### config.mk
export PLATFORM = sky130hd
export DESIGN_NAME = mips1_integer_execute_unit
export DESIGN_NICKNAME = d
export VERILOG_FILES = /design/src/sv/mie_pkg.sv /design/src/sv/mips1_integer_execute_unit.sv
export SDC_FILE = /design/constraint.sdc
export NUM_CORES = 2
export LEC_CHECK = 0
export BUFFER_PORTS_ARGS = -buffer_cell sky130_fd_sc_hd__buf_2
export CORE_AREA = 2 2 460 462
export CTS_CLUSTER_DIAMETER = 120
export CTS_CLUSTER_SIZE = 16
export DETAILED_ROUTE_END_ITERATION = 10
export DIE_AREA = 0 0 462 464
export PLACE_DENSITY = 0.68
export RECOVER_POWER = 25
export SKIP_LAST_GASP = 1
export SLEW_MARGIN = 20
export SYNTH_ARGS = -nofsm -noshare
export SYNTH_HDL_FRONTEND = slang
export SYNTH_SLANG_ARGS = --single-unit
### constraint.sdc
create_clock -name clock -period 8.5 [get_ports clock]
set_input_delay 0.85 -clock clock [delete_from_list [all_inputs] [get_ports clock]]
set_output_delay 0.85 -clock clock [all_outputs]
set_load 0.01 [all_outputs]
### src/sv/mie_pkg.sv
// ----------------------------------------------------------------------------
// MIPS-I integer execute package
// Shared result, exception, load, opcode and function codes for the integer execute unit.
// ----------------------------------------------------------------------------
package mie_pkg;

   localparam int REG_COUNT = 32;
   localparam int REG_AW    = $clog2(REG_COUNT);

   localparam logic [2:0] RK_DONE   = 3'd0;
   localparam logic [2:0] RK_BRANCH = 3'd1;
   localparam logic [2:0] RK_LOAD   = 3'd2;
   localparam logic [2:0] RK_STORE  = 3'd3;
   localparam logic [2:0] RK_EXC    = 3'd4;

   localparam logic [2:0] EX_ADEL = 3'd0;
   localparam logic [2:0] EX_ADES = 3'd1;
   localparam logic [2:0] EX_OVF  = 3'd2;
   localparam logic [2:0] EX_RI   = 3'd3;
   localparam logic [2:0] EX_CPU  = 3'd4;
   localparam logic [2:0] EX_SYS  = 3'd5;
   localparam logic [2:0] EX_BRK  = 3'd6;

   localparam logic [2:0] LT_LB  = 3'd0;
   localparam logic [2:0] LT_LBU = 3'd1;
   localparam logic [2:0] LT_LH  = 3'd2;
   localparam logic [2:0] LT_LHU = 3'd3;
   localparam logic [2:0] LT_LW  = 3'd4;
   localparam logic [2:0] LT_LWL = 3'd5;
   localparam logic [2:0] LT_LWR = 3'd6;

   localparam logic [5:0] OP_SPECIAL = 6'h00;
   localparam logic [5:0] OP_REGIMM  = 6'h01;
   localparam logic [5:0] OP_J       = 6'h02;
   localparam logic [5:0] OP_JAL     = 6'h03;
   localparam logic [5:0] OP_BEQ     = 6'h04;
   localparam logic [5:0] OP_BNE     = 6'h05;
   localparam logic [5:0] OP_BLEZ    = 6'h06;
   localparam logic [5:0] OP_BGTZ    = 6'h07;
   localparam logic [5:0] OP_ADDI    = 6'h08;
   localparam logic [5:0] OP_ADDIU   = 6'h09;
   localparam logic [5:0] OP_SLTI    = 6'h0A;
   localparam logic [5:0] OP_SLTIU   = 6'h0B;
   localparam logic [5:0] OP_ANDI    = 6'h0C;
   localparam logic [5:0] OP_ORI     = 6'h0D;
   localparam logic [5:0] OP_XORI    = 6'h0E;
   localparam logic [5:0] OP_LUI     = 6'h0F;
   localparam logic [5:0] OP_COP0    = 6'h10;
   localparam logic [5:0] OP_COP1    = 6'h11;
   localparam logic [5:0] OP_COP2    = 6'h12;
   localparam logic [5:0] OP_COP3    = 6'h13;
   localparam logic [5:0] OP_LB      = 6'h20;
   localparam logic [5:0] OP_LH      = 6'h21;
   localparam logic [5:0] OP_LWL     = 6'h22;
   localparam logic [5:0] OP_LW      = 6'h23;
   localparam logic [5:0] OP_LBU     = 6'h24;
   localparam logic [5:0] OP_LHU     = 6'h25;
   localparam logic [5:0] OP_LWR     = 6'h26;
   localparam logic [5:0] OP_SB      = 6'h28;
   localparam logic [5:0] OP_SH      = 6'h29;
   localparam logic [5:0] OP_SWL     = 6'h2A;
   localparam logic [5:0] OP_SW      = 6'h2B;
   localparam logic [5:0] OP_SWR     = 6'h2E;
   localparam logic [5:0] OP_LWC0    = 6'h30;
   localparam logic [5:0] OP_LWC1    = 6'h31;
   localparam logic [5:0] OP_LWC2    = 6'h32;
   localparam logic [5:0] OP_LWC3    = 6'h33;
   localparam logic [5:0] OP_SWC0    = 6'h38;
   localparam logic [5:0] OP_SWC1    = 6'h39;
   localparam logic [5:0] OP_SWC2    = 6'h3A;
   localparam logic [5:0] OP_SWC3    = 6'h3B;

   localparam logic [5:0] FN_SLL     = 6'd0;
   localparam logic [5:0] FN_SRL     = 6'd2;
   localparam logic [5:0] FN_SRA     = 6'd3;
   localparam logic [5:0] FN_SLLV    = 6'd4;
   localparam logic [5:0] FN_SRLV    = 6'd6;
   localparam logic [5:0] FN_SRAV    = 6'd7;
   localparam logic [5:0] FN_JR      = 6'd8;
   localparam logic [5:0] FN_JALR    = 6'd9;
   localparam logic [5:0] FN_SYSCALL = 6'd12;
   localparam logic [5:0] FN_BREAK   = 6'd13;
   localparam logic [5:0] FN_MFHI    = 6'd16;
   localparam logic [5:0] FN_MTHI    = 6'd17;
   localparam logic [5:0] FN_MFLO    = 6'd18;
   localparam logic [5:0] FN_MTLO    = 6'd19;
   localparam logic [5:0] FN_MULT    = 6'd24;
   localparam logic [5:0] FN_MULTU   = 6'd25;
   localparam logic [5:0] FN_DIV     = 6'd26;
   localparam logic [5:0] FN_DIVU    = 6'd27;
   localparam logic [5:0] FN_ADD     = 6'd32;
   localparam logic [5:0] FN_ADDU    = 6'd33;
   localparam logic [5:0] FN_SUB     = 6'd34;
   localparam logic [5:0] FN_SUBU    = 6'd35;
   localparam logic [5:0] FN_AND     = 6'd36;
   localparam logic [5:0] FN_OR      = 6'd37;
   localparam logic [5:0] FN_XOR     = 6'd38;
   localparam logic [5:0] FN_NOR     = 6'd39;
   localparam logic [5:0] FN_SLT     = 6'd42;
   localparam logic [5:0] FN_SLTU    = 6'd43;

   localparam logic [4:0] RT_BLTZ   = 5'd0;
   localparam logic [4:0] RT_BGEZ   = 5'd1;
   localparam logic [4:0] RT_BLTZAL = 5'd16;
   localparam logic [4:0] RT_BGEZAL = 5'd17;

   localparam logic [4:0] LINK_REG = 5'd31;

endpackage

### src/sv/mips1_integer_execute_unit.sv
// ----------------------------------------------------------------------------
// MIPS-I integer execute unit
// Executes one instruction word or one returning load word at a time. An
// item passes through accept, register file read, and execute and
// writeback; the execute step holds while a result waits. MULT/MULTU and
// DIV/DIVU with a nonzero divisor then run on a shared 33-bit add/subtract
// unit that makes one multiply or divide step per cycle, then a sign fix-up
// step. The result register frees the input side, so a new item is taken
// while a result waits. Register file is a 32-entry memory with registered
// reads and per-entry valid bits (entry 0 always reads zero).
// ----------------------------------------------------------------------------
module mips1_integer_execute_unit (
   input  logic        clock,
   input  logic        reset,
   input  logic        req_valid,
   output logic        req_ready,
   input  logic        req_kind,
   input  logic [31:0] req_instruction,
   input  logic [31:0] req_instr_address,
   input  logic        req_in_delay_slot,
   input  logic [31:0] req_load_word,
   output logic        rsp_valid,
   input  logic        rsp_ready,
   output logic [2:0]  rsp_result_kind,
   output logic [31:0] rsp_mem_address,
   output logic [31:0] rsp_store_data,
   output logic [3:0]  rsp_byte_mask,
   output logic [31:0] rsp_next_pc,
   output logic [2:0]  rsp_exception_code,
   output logic [1:0]  rsp_cop_number,
   output logic        rsp_exc_in_slot
);

   typedef enum logic [2:0] {S_IDLE, S_READ, S_EXEC, S_MUL, S_DIV, S_FIX} state_type;

   state_type state_ff;

   logic        kind_ff;
   logic [31:0] ins_ff, pc_ff, lw_ff;
   logic        slot_ff;

   logic [31:0] gpr_mem [mie_pkg::REG_COUNT];
   logic [mie_pkg::REG_COUNT-1:0] vld_ff;
   logic [31:0] rda_ff, rdb_ff;
   logic [mie_pkg::REG_AW-1:0] rdb_addr;

   logic [31:0] hi_ff, lo_ff;
   logic        ldp_ff;
   logic [4:0]  ldd_ff;
   logic [2:0]  ldt_ff;
   logic [1:0]  ldo_ff;

   logic [31:0] mh_ff, ml_ff, mc_ff;
   logic [4:0]  cnt_ff;
   logic        qneg_ff, rneg_ff, ismul_ff;

   logic        rsp_valid_ff;
   logic [2:0]  rk_ff, exc_ff;
   logic [31:0] addr_ff, sd_ff, npc_ff;
   logic [3:0]  mask_ff;
   logic [1:0]  cop_ff;
   logic        eslot_ff;

   logic [5:0]  op, fn;
   logic [4:0]  rs, rt, rd, sa;
   logic [31:0] imm, simm, a, b, t, sum, dif, br_tgt, pc4, pc8, ldrt, ld_v, w_sh;
   logic [4:0]  sh, shc;
   logic        out_free, do_commit;

   logic [2:0]  ex_kind, ex_exc;
   logic [31:0] ex_addr, ex_sd, ex_npc;
   logic [3:0]  ex_mask;
   logic [1:0]  ex_cop;
   logic        ex_we;
   logic [4:0]  ex_wa;
   logic [31:0] ex_wd;
   logic        ex_hwe, ex_lwe;
   logic [31:0] ex_hd, ex_ld;
   logic        ex_mul, ex_div, ex_sgn;
   logic        ex_ldset;
   logic [2:0]  ex_ldt;

   logic        au_sub;
   logic [32:0] au_x, au_y;
   logic [33:0] au_sum;
   logic [63:0] prod_neg;

   logic        we;
   logic [4:0]  wa;
   logic [31:0] wd;

   assign req_ready          = (state_ff == S_IDLE);
   assign rsp_valid          = rsp_valid_ff;
   assign rsp_result_kind    = rk_ff;
   assign rsp_mem_address    = addr_ff;
   assign rsp_store_data     = sd_ff;
   assign rsp_byte_mask      = mask_ff;
   assign rsp_next_pc        = npc_ff;
   assign rsp_exception_code = exc_ff;
   assign rsp_cop_number     = cop_ff;
   assign rsp_exc_in_slot    = eslot_ff;

   assign out_free  = !rsp_valid_ff || rsp_ready;
   assign do_commit = (state_ff == S_EXEC) && out_free;

   assign op   = ins_ff[31:26];
   assign rs   = ins_ff[25:21];
   assign rt   = ins_ff[20:16];
   assign rd   = ins_ff[15:11];
   assign sa   = ins_ff[10:6];
   assign fn   = ins_ff[5:0];
   assign imm  = {16'h0000, ins_ff[15:0]};
   assign simm = {{16{ins_ff[15]}}, ins_ff[15:0]};
   assign a    = vld_ff[rs] ? rda_ff : 32'h0;
   assign b    = vld_ff[rt] ? rdb_ff : 32'h0;
   assign ldrt = vld_ff[ldd_ff] ? rdb_ff : 32'h0;
   assign t    = a + simm;
   assign sum  = a + b;
   assign dif  = a - b;
   assign pc4  = pc_ff + 32'd4;
   assign pc8  = pc_ff + 32'd8;
   assign br_tgt = pc_ff + 32'd4 + {simm[29:0], 2'b00};
   assign sh   = {t[1:0], 3'b000};
   assign shc  = 5'd24 - sh;
   assign rdb_addr = kind_ff ? ldd_ff : rt;

   // load merge
   always_comb begin
      logic [4:0] lsh;
      lsh  = {ldo_ff, 3'b000};
      w_sh = lw_ff >> lsh;
      case (ldt_ff)
         mie_pkg::LT_LB:  ld_v = {{24{w_sh[7]}}, w_sh[7:0]};
         mie_pkg::LT_LBU: ld_v = {24'h0, w_sh[7:0]};
         mie_pkg::LT_LH:  ld_v = ldo_ff[1] ? {{16{lw_ff[31]}}, lw_ff[31:16]}
                                           : {{16{lw_ff[15]}}, lw_ff[15:0]};
         mie_pkg::LT_LHU: ld_v = ldo_ff[1] ? {16'h0, lw_ff[31:16]} : {16'h0, lw_ff[15:0]};
         mie_pkg::LT_LWL: ld_v = (lw_ff << (5'd24 - lsh)) | (ldrt & (32'h00FFFFFF >> lsh));
         mie_pkg::LT_LWR: ld_v = w_sh | (ldrt & ~(32'hFFFFFFFF >> lsh));
         default:         ld_v = lw_ff;
      endcase
   end

   // decode and execute
   always_comb begin
      ex_kind = mie_pkg::RK_DONE;
      ex_exc  = mie_pkg::EX_ADEL;
      ex_addr = '0;
      ex_sd   = '0;
      ex_npc  = '0;
      ex_mask = '0;
      ex_cop  = '0;
      ex_we   = 1'b0;
      ex_wa   = rd;
      ex_wd   = '0;
      ex_hwe  = 1'b0;
      ex_lwe  = 1'b0;
      ex_hd   = a;
      ex_ld   = a;
      ex_mul  = 1'b0;
      ex_div  = 1'b0;
      ex_sgn  = 1'b0;
      ex_ldset = 1'b0;
      ex_ldt  = mie_pkg::LT_LB;
      if (kind_ff) begin
         ex_we = ldp_ff;
         ex_wa = ldd_ff;
         ex_wd = ld_v;
      end else if (op == mie_pkg::OP_SPECIAL) begin
         ex_we = 1'b1;
         case (fn)
            mie_pkg::FN_SLL:  ex_wd = b << sa;
            mie_pkg::FN_SRL:  ex_wd = b >> sa;
            mie_pkg::FN_SRA:  ex_wd = $signed(b) >>> sa;
            mie_pkg::FN_SLLV: ex_wd = b << a[4:0];
            mie_pkg::FN_SRLV: ex_wd = b >> a[4:0];
            mie_pkg::FN_SRAV: ex_wd = $signed(b) >>> a[4:0];
            mie_pkg::FN_JR: begin
               ex_we = 1'b0;
               ex_kind = mie_pkg::RK_BRANCH;
               ex_npc = {a[31:2], 2'b00};
            end
            mie_pkg::FN_JALR: begin
               ex_wd = pc8;
               ex_kind = mie_pkg::RK_BRANCH;
               ex_npc = {a[31:2], 2'b00};
            end
            mie_pkg::FN_SYSCALL: begin
               ex_we = 1'b0;
               ex_kind = mie_pkg::RK_EXC;
               ex_exc = mie_pkg::EX_SYS;
            end
            mie_pkg::FN_BREAK: begin
               ex_we = 1'b0;
               ex_kind = mie_pkg::RK_EXC;
               ex_exc = mie_pkg::EX_BRK;
            end
            mie_pkg::FN_MFHI: ex_wd = hi_ff;
            mie_pkg::FN_MTHI: begin
               ex_we = 1'b0;
               ex_hwe = 1'b1;
            end
            mie_pkg::FN_MFLO: ex_wd = lo_ff;
            mie_pkg::FN_MTLO: begin
               ex_we = 1'b0;
               ex_lwe = 1'b1;
            end
            mie_pkg::FN_MULT, mie_pkg::FN_MULTU: begin
               ex_we = 1'b0;
               ex_mul = 1'b1;
               ex_sgn = (fn == mie_pkg::FN_MULT);
            end
            mie_pkg::FN_DIV, mie_pkg::FN_DIVU: begin
               ex_we = 1'b0;
               ex_sgn = (fn == mie_pkg::FN_DIV);
               if (b == 32'h0) begin
                  ex_hwe = 1'b1;
                  ex_lwe = 1'b1;
                  ex_ld = (ex_sgn && a[31]) ? 32'd1 : 32'hFFFFFFFF;
               end else begin
                  ex_div = 1'b1;
               end
            end
            mie_pkg::FN_ADD: begin
               ex_wd = sum;
               if (((a ^ sum) & (b ^ sum)) >> 31 != 32'h0) begin
                  ex_we = 1'b0;
                  ex_kind = mie_pkg::RK_EXC;
                  ex_exc = mie_pkg::EX_OVF;
               end
            end
            mie_pkg::FN_ADDU: ex_wd = sum;
            mie_pkg::FN_SUB: begin
               ex_wd = dif;
               if (((a ^ b) & (a ^ dif)) >> 31 != 32'h0) begin
                  ex_we = 1'b0;
                  ex_kind = mie_pkg::RK_EXC;
                  ex_exc = mie_pkg::EX_OVF;
               end
            end
            mie_pkg::FN_SUBU: ex_wd = dif;
            mie_pkg::FN_AND:  ex_wd = a & b;
            mie_pkg::FN_OR:   ex_wd = a | b;
            mie_pkg::FN_XOR:  ex_wd = a ^ b;
            mie_pkg::FN_NOR:  ex_wd = ~(a | b);
            mie_pkg::FN_SLT:  ex_wd = {31'h0, $signed(a) < $signed(b)};
            mie_pkg::FN_SLTU: ex_wd = {31'h0, a < b};
            default: begin
               ex_we = 1'b0;
               ex_kind = mie_pkg::RK_EXC;
               ex_exc = mie_pkg::EX_RI;
            end
         endcase
      end else if (op == mie_pkg::OP_REGIMM) begin
         if (rt == mie_pkg::RT_BLTZ || rt == mie_pkg::RT_BGEZ ||
             rt == mie_pkg::RT_BLTZAL || rt == mie_pkg::RT_BGEZAL) begin
            ex_we = rt[4];
            ex_wa = mie_pkg::LINK_REG;
            ex_wd = pc8;
            if (rt[0] != a[31]) begin
               ex_kind = mie_pkg::RK_BRANCH;
               ex_npc = br_tgt;
            end
         end else begin
            ex_kind = mie_pkg::RK_EXC;
            ex_exc = mie_pkg::EX_RI;
         end
      end else begin
         ex_wa = rt;
         ex_wd = t;
         case (op)
            mie_pkg::OP_J, mie_pkg::OP_JAL: begin
               ex_we = (op == mie_pkg::OP_JAL);
               ex_wa = mie_pkg::LINK_REG;
               ex_wd = pc8;
               ex_kind = mie_pkg::RK_BRANCH;
               ex_npc = {pc4[31:28], ins_ff[25:0], 2'b00};
            end
            mie_pkg::OP_BEQ, mie_pkg::OP_BNE, mie_pkg::OP_BLEZ, mie_pkg::OP_BGTZ: begin
               logic tk;
               case (op)
                  mie_pkg::OP_BEQ:  tk = (a == b);
                  mie_pkg::OP_BNE:  tk = (a != b);
                  mie_pkg::OP_BLEZ: tk = a[31] || (a == 32'h0);
                  default:          tk = !a[31] && (a != 32'h0);
               endcase
               if (tk) begin
                  ex_kind = mie_pkg::RK_BRANCH;
                  ex_npc = br_tgt;
               end
            end
            mie_pkg::OP_ADDI: begin
               if (((a ^ t) & (simm ^ t)) >> 31 != 32'h0) begin
                  ex_kind = mie_pkg::RK_EXC;
                  ex_exc = mie_pkg::EX_OVF;
               end else begin
                  ex_we = 1'b1;
               end
            end
            mie_pkg::OP_ADDIU: ex_we = 1'b1;
            mie_pkg::OP_SLTI: begin
               ex_we = 1'b1;
               ex_wd = {31'h0, $signed(a) < $signed(simm)};
            end
            mie_pkg::OP_SLTIU: begin
               ex_we = 1'b1;
               ex_wd = {31'h0, a < simm};
            end
            mie_pkg::OP_ANDI: begin
               ex_we = 1'b1;
               ex_wd = a & imm;
            end
            mie_pkg::OP_ORI: begin
               ex_we = 1'b1;
               ex_wd = a | imm;
            end
            mie_pkg::OP_XORI: begin
               ex_we = 1'b1;
               ex_wd = a ^ imm;
            end
            mie_pkg::OP_LUI: begin
               ex_we = 1'b1;
               ex_wd = {ins_ff[15:0], 16'h0000};
            end
            mie_pkg::OP_COP0, mie_pkg::OP_COP1, mie_pkg::OP_COP2, mie_pkg::OP_COP3,
            mie_pkg::OP_LWC0, mie_pkg::OP_LWC1, mie_pkg::OP_LWC2, mie_pkg::OP_LWC3,
            mie_pkg::OP_SWC0, mie_pkg::OP_SWC1, mie_pkg::OP_SWC2, mie_pkg::OP_SWC3: begin
               ex_kind = mie_pkg::RK_EXC;
               ex_exc = mie_pkg::EX_CPU;
               ex_cop = op[1:0];
            end
            mie_pkg::OP_LB, mie_pkg::OP_LH, mie_pkg::OP_LWL, mie_pkg::OP_LW,
            mie_pkg::OP_LBU, mie_pkg::OP_LHU, mie_pkg::OP_LWR: begin
               ex_addr = t;
               if (((op == mie_pkg::OP_LH || op == mie_pkg::OP_LHU) && t[0]) ||
                   (op == mie_pkg::OP_LW && t[1:0] != 2'b00)) begin
                  ex_kind = mie_pkg::RK_EXC;
                  ex_exc = mie_pkg::EX_ADEL;
               end else begin
                  ex_kind = mie_pkg::RK_LOAD;
                  ex_ldset = 1'b1;
                  case (op)
                     mie_pkg::OP_LB:  ex_ldt = mie_pkg::LT_LB;
                     mie_pkg::OP_LBU: ex_ldt = mie_pkg::LT_LBU;
                     mie_pkg::OP_LH:  ex_ldt = mie_pkg::LT_LH;
                     mie_pkg::OP_LHU: ex_ldt = mie_pkg::LT_LHU;
                     mie_pkg::OP_LW:  ex_ldt = mie_pkg::LT_LW;
                     mie_pkg::OP_LWL: ex_ldt = mie_pkg::LT_LWL;
                     default:         ex_ldt = mie_pkg::LT_LWR;
                  endcase
               end
            end
            mie_pkg::OP_SB: begin
               ex_kind = mie_pkg::RK_STORE;
               ex_addr = t;
               ex_sd = b << sh;
               ex_mask = 4'b0001 << t[1:0];
            end
            mie_pkg::OP_SH: begin
               ex_addr = t;
               if (t[0]) begin
                  ex_kind = mie_pkg::RK_EXC;
                  ex_exc = mie_pkg::EX_ADES;
               end else begin
                  ex_kind = mie_pkg::RK_STORE;
                  ex_sd = {16'h0000, b[15:0]} << sh;
                  ex_mask = 4'b0011 << t[1:0];
               end
            end
            mie_pkg::OP_SWL: begin
               ex_kind = mie_pkg::RK_STORE;
               ex_addr = t;
               ex_sd = b >> shc;
               ex_mask = 4'b1111 >> (2'd3 - t[1:0]);
            end
            mie_pkg::OP_SW: begin
               ex_addr = t;
               if (t[1:0] != 2'b00) begin
                  ex_kind = mie_pkg::RK_EXC;
                  ex_exc = mie_pkg::EX_ADES;
               end else begin
                  ex_kind = mie_pkg::RK_STORE;
                  ex_sd = b;
                  ex_mask = 4'b1111;
               end
            end
            mie_pkg::OP_SWR: begin
               ex_kind = mie_pkg::RK_STORE;
               ex_addr = t;
               ex_sd = b << sh;
               ex_mask = 4'b1111 << t[1:0];
            end
            default: begin
               ex_kind = mie_pkg::RK_EXC;
               ex_exc = mie_pkg::EX_RI;
            end
         endcase
      end
   end

   // shared step unit: add for multiply, trial subtract for divide
   always_comb begin
      au_sub = (state_ff == S_DIV);
      if (au_sub) begin
         au_x = {mh_ff, ml_ff[31]};
         au_y = {1'b0, mc_ff};
      end else begin
         au_x = {1'b0, mh_ff};
         au_y = ml_ff[0] ? {1'b0, mc_ff} : 33'h0;
      end
      au_sum = {1'b0, au_x} + {1'b0, au_sub ? ~au_y : au_y} + {33'h0, au_sub};
   end

   assign prod_neg = 64'h0 - {mh_ff, ml_ff};

   always_comb begin
      we = 1'b0;
      wa = ex_wa;
      wd = ex_wd;
      if (do_commit && ex_we && ex_wa != 5'd0) begin
         we = 1'b1;
      end
   end

   always_ff @(posedge clock) begin
      if (state_ff == S_READ) begin
         rda_ff <= gpr_mem[rs];
         rdb_ff <= gpr_mem[rdb_addr];
      end
      if (we) begin
         gpr_mem[wa] <= wd;
      end
   end

   always_ff @(posedge clock) begin
      if (reset) begin
         state_ff     <= S_IDLE;
         vld_ff       <= '0;
         hi_ff        <= '0;
         lo_ff        <= '0;
         ldp_ff       <= 1'b0;
         ldd_ff       <= '0;
         ldt_ff       <= mie_pkg::LT_LB;
         ldo_ff       <= '0;
         rsp_valid_ff <= 1'b0;
         cnt_ff       <= '0;
      end else begin
         if (rsp_valid_ff && rsp_ready && !do_commit) begin
            rsp_valid_ff <= 1'b0;
         end
         if (we) begin
            vld_ff[wa] <= 1'b1;
         end
         case (state_ff)
            S_IDLE: begin
               if (req_valid) begin
                  kind_ff  <= req_kind;
                  ins_ff   <= req_instruction;
                  pc_ff    <= req_instr_address;
                  slot_ff  <= req_in_delay_slot;
                  lw_ff    <= req_load_word;
                  state_ff <= S_READ;
               end
            end
            S_READ: state_ff <= S_EXEC;
            S_EXEC: begin
               if (out_free) begin
                  rsp_valid_ff <= 1'b1;
                  rk_ff    <= ex_kind;
                  exc_ff   <= (ex_kind == mie_pkg::RK_EXC) ? ex_exc : mie_pkg::EX_ADEL;
                  addr_ff  <= ex_addr;
                  sd_ff    <= ex_sd;
                  mask_ff  <= ex_mask;
                  npc_ff   <= ex_npc;
                  cop_ff   <= ex_cop;
                  eslot_ff <= (ex_kind == mie_pkg::RK_EXC) ? slot_ff : 1'b0;
                  ldp_ff   <= ex_ldset;
                  if (ex_ldset) begin
                     ldd_ff <= rt;
                     ldt_ff <= ex_ldt;
                     ldo_ff <= t[1:0];
                  end
                  if (ex_hwe) hi_ff <= ex_hd;
                  if (ex_lwe) lo_ff <= ex_ld;
                  mh_ff    <= '0;
                  ml_ff    <= (ex_sgn && a[31]) ? 32'h0 - a : a;
                  mc_ff    <= (ex_sgn && b[31]) ? 32'h0 - b : b;
                  qneg_ff  <= ex_sgn && (a[31] ^ b[31]);
                  rneg_ff  <= ex_sgn && a[31];
                  ismul_ff <= ex_mul;
                  cnt_ff   <= '0;
                  if (ex_mul) state_ff <= S_MUL;
                  else if (ex_div) state_ff <= S_DIV;
                  else state_ff <= S_IDLE;
               end
            end
            S_MUL: begin
               mh_ff  <= au_sum[32:1];
               ml_ff  <= {au_sum[0], ml_ff[31:1]};
               cnt_ff <= cnt_ff + 5'd1;
               if (cnt_ff == 5'd31) state_ff <= S_FIX;
            end
            S_DIV: begin
               if (au_sum[33]) begin
                  mh_ff <= au_sum[31:0];
                  ml_ff <= {ml_ff[30:0], 1'b1};
               end else begin
                  mh_ff <= {mh_ff[30:0], ml_ff[31]};
                  ml_ff <= {ml_ff[30:0], 1'b0};
               end
               cnt_ff <= cnt_ff + 5'd1;
               if (cnt_ff == 5'd31) state_ff <= S_FIX;
            end
            S_FIX: begin
               if (ismul_ff) begin
                  hi_ff <= qneg_ff ? prod_neg[63:32] : mh_ff;
                  lo_ff <= qneg_ff ? prod_neg[31:0] : ml_ff;
               end else begin
                  hi_ff <= rneg_ff ? 32'h0 - mh_ff : mh_ff;
                  lo_ff <= qneg_ff ? 32'h0 - ml_ff : ml_ff;
               end
               state_ff <= S_IDLE;
            end
            default: state_ff <= S_IDLE;
         endcase
      end
   end

   a_zero_reg: assert property (@(posedge clock) disable iff (reset) !vld_ff[0])
      else $error("register zero marked written");

   a_load_req: assert property (@(posedge clock) disable iff (reset)
      $rose(ldp_ff) |-> rsp_valid_ff && rk_ff == mie_pkg::RK_LOAD)
      else $error("load pending without load request");

   a_exc_mask: assert property (@(posedge clock) disable iff (reset)
      rsp_valid_ff && rk_ff == mie_pkg::RK_EXC |-> mask_ff == 4'h0)
      else $error("exception carries store lanes");

endmodule
==> results.toml <==
[min_path]
hp-class = "in -> reg"

[critical_path]
crit_fanout = 32
cp_slowest_stage_delay_ps = 1130
path_buf_inv = 5
slowest_stage = "edfxtp_1"
critPathKind = "reg -> reg"
cp_cell_sequence = "mux2i_1 > a22o_1 > nor3_1 > o21ai_0 > nand2_1 > buf_4 > and2_0 > inv_1 > ha_1 > a21oi_1 > nor2_1 > nor2_1 > nor2_1 > nor2_1 > buf_4 > o2111ai_1 > buf_4 > nand2_1 > xnor2_1 > a221oi_1 > a31oi_1 > a311o_1 > buf_12"
end_kind = "register"
worstPathArrival_ps = 9070
crit_family = "compound AO/OA/AOI/OAI gates"
cp_common_cell = "nor2_1"
critPathRequiredTime_ps = 9040
cp-start-kind = "register"

[timing]
whs_ps = 179
max_freq_mhz = 117
fin_skew_ps = 47.0
final.setup.tns_ps = -427
rsz0062_at_grt = "no"
setup_ws_ps = -32.1
drv_slew = 1021
relSlewSlack = -1.75
fin_crit_ps = 8530
hold_viol = 0
setup_viol = 22
finalCritPeriodShare = 1.00
tightest_slew_ps = 4120

[finish]
drive_gt1_frac = 0.177
fin_cells = 11200
area.growth.synth_to_final_pct = 10.5
num-nets-final = 8644
final_core_util = 0.495
final_cell_mix = "edfxtp_1, nand2_1, nor2_1"
final_common_cell = "edfxtp_1"
regMostFlops = "gpr_mem"
largest_reg_flops = 1024

[yosys]
yosys.area_share.simple = 0.115
muxShareOfSynthArea = 0.177
synth_top_family_by_area = "multiplexers"
synthesis.area_mm2 = 0.0937
yosysWarnings = 0
synthCells = 8098
seq_area_frac_synth = 0.472
ys_ff_latch = 1510
synth_top_cell_area_share = 0.447
synthTopCellsByArea = "edfxtp_1, mux4_2, nand2_1"
synthDistinctLibCells = 110
synth_edf_count = 1394
synth_compound_area_frac = 0.140
synth-main-ff-cell = "edfxtp_1"
synthArstFlopShare = 0
synthAdderAreaFrac = 0.0347
synthXorXnorAreaFrac = 0.0274
synth_top_area_cell = "edfxtp_1"
synth.avg_cell_area_um2 = 11.6

[floorplanning]
num_rows = 168
coreArea_mm2 = 0.209
start_util = 0.448
io_pins = 213
die_area_mm2 = 0.214
die_w_um = 462
die_y_um = 464

[pwr]
power_mw = 16.9
ir_drop_v = 0.000217
powerDensity_mw_per_mm2 = 163
power.leakage_nw = 35.0

[cts]
clk_path_buf_depth = 3
clk_latency_ps = 840
root_buffer = "clkbuf_16"
htreeDepth = 3
hold_buffers = 0
cts_buffers = 106
clkSinkCount = 1510
cts_tree = "done"
clkTransAtPathRegs_ps = 80

[drt]
via_count = 78500
drc = 2
post_drt_via_cell_ratio = 7.04
ant_nets = 0
first_pass_iters = 11
detail_route.wirelength_um = 449000
wl_per_cell_um = 40.3
dr.first_iter.drc_count = 13400

[outcome]
outcome = "finished, violations left"
violations = "DRC, capacitance limit, slew limit, setup timing"

[global_route]
overflow = 0
first_global_vias = 74200
track_usage = 0.411
grt_max_degree = 130
antenna_found_initial = 39
grt_pass1_wl_um = 615000

[placement]
hpwlAfterDp_um = 327000
placed_cells = 11000
gp_congestion = 1.12
portBuffers = 212

[flow_run]
maxCapViolCount = 18
==> worst register-to-register path: cells and delay by family, from the launching register on <==
kind / cells / cell delay, ps
adder cells (fa/ha/maj): 1 / 410
AO/OA/AOI/OAI: 7 / 2670
AND/OR/NAND/NOR: 8 / 2170
buffers and inverters: 5 / 1380
multiplexers: 1 / 270
XOR/XNOR: 1 / 190
flip-flops: 1 / 1130
==> path summary, 6_finish.rpt <==
kind,to,slack (ps),from,cells after the start
max reg2reg,gpr_mem[15][20]$_DFFE_PP_,-30,ins_ff[18]$_DFFE_PP_,23
min reg2reg,cnt_ff[3]$_SDFFE_PP0P_,460,cnt_ff[3]$_SDFFE_PP0P_,1
max,gpr_mem[15][20]$_DFFE_PP_,-30,ins_ff[18]$_DFFE_PP_,23
min,pc_ff[13]$_DFFE_PP_,180,req_instr_address[13],1
==> per-layer routing <==
| layer | wire length [um] | up-vias | global-route usage |
|---|---|---|---|
| li1 | - | 31800 | - |
| met1 | 162000 | 39400 | 0.529 |
| met2 | 197000 | 5996 | 0.613 |
| met3 | 50500 | 1313 | 0.0970 |
| met4 | 39400 | 30 | 0.285 |
| met5 | 208 | - | 0 |
==> kinds of logic after synthesis <==
kind of cell | Yosys count
DFF | 1510
muxes | 890
and+or+nand+nor | 2374
buffers and inverters | 828
other | 1
xor gates and xnor gates | 293
adders and majority gates | 257
AOI/OAI and AO/OA | 1945
==> cells in the mapped netlist, types with 29 or more instances <==
master	number
nor2_1	630
inv_1	171
a222oi_1	29
a21o_1	51
buf_1	93
a22oi_1	163
or3_1	39
and3_1	41
buf_2	45
mux2i_1	211
ha_1	252
nor2b_1	38
clkbuf_1	490
o22ai_1	119
o31ai_1	35
dfxtp_1	116
nand2b_1	54
mux4_2	606
nand4_1	31
xor2_1	75
mux2_2	73
a221oi_1	45
and2_1	49
a211oi_1	133
edfxtp_1	1394
nand2_1	916
a31oi_1	77
nor3_1	117
xnor2_1	218
a21oi_1	405
o211ai_1	83
o21a_1	29
a311oi_1	31
nand3_1	311
nor4_1	47
o21ai_0	384
o21bai_1	39
o221ai_1	62
==> area by class of cell <==
type,instances,area (um2)
tap,2805,3510
timing repair buffer,691,5040
fill,18400,106000
clock buffer,141,2820
clock inverter,10,209
sequential,1510,44200
antenna,22,55.1
multi-input combinational,5791,47000
inverter,185,694
==> timing repair <==
item,in CTS,in global routing
resized for setup,0,1
hold endpoints to repair,0,0
setup endpoints to repair,0,526
setup buffers,0,4
==> through the flow <==
step	setup slack (ps)	instance area, um2
6_report	-32.1	104000
5_1_grt	143	103000
4_1_cts	109	104000
3_5_place_dp	207	101000
3_3_place_gp	228	101000
2_1_floorplan	-697	93800
==> power by group <==
part           total [mW]  internal, mW  switching (mW)
Sequential           8.47          8.33           0.141
Combinational        3.38          1.03            2.35
Clock                5.01          2.32            2.69
Power figures use the tool's default switching activity.
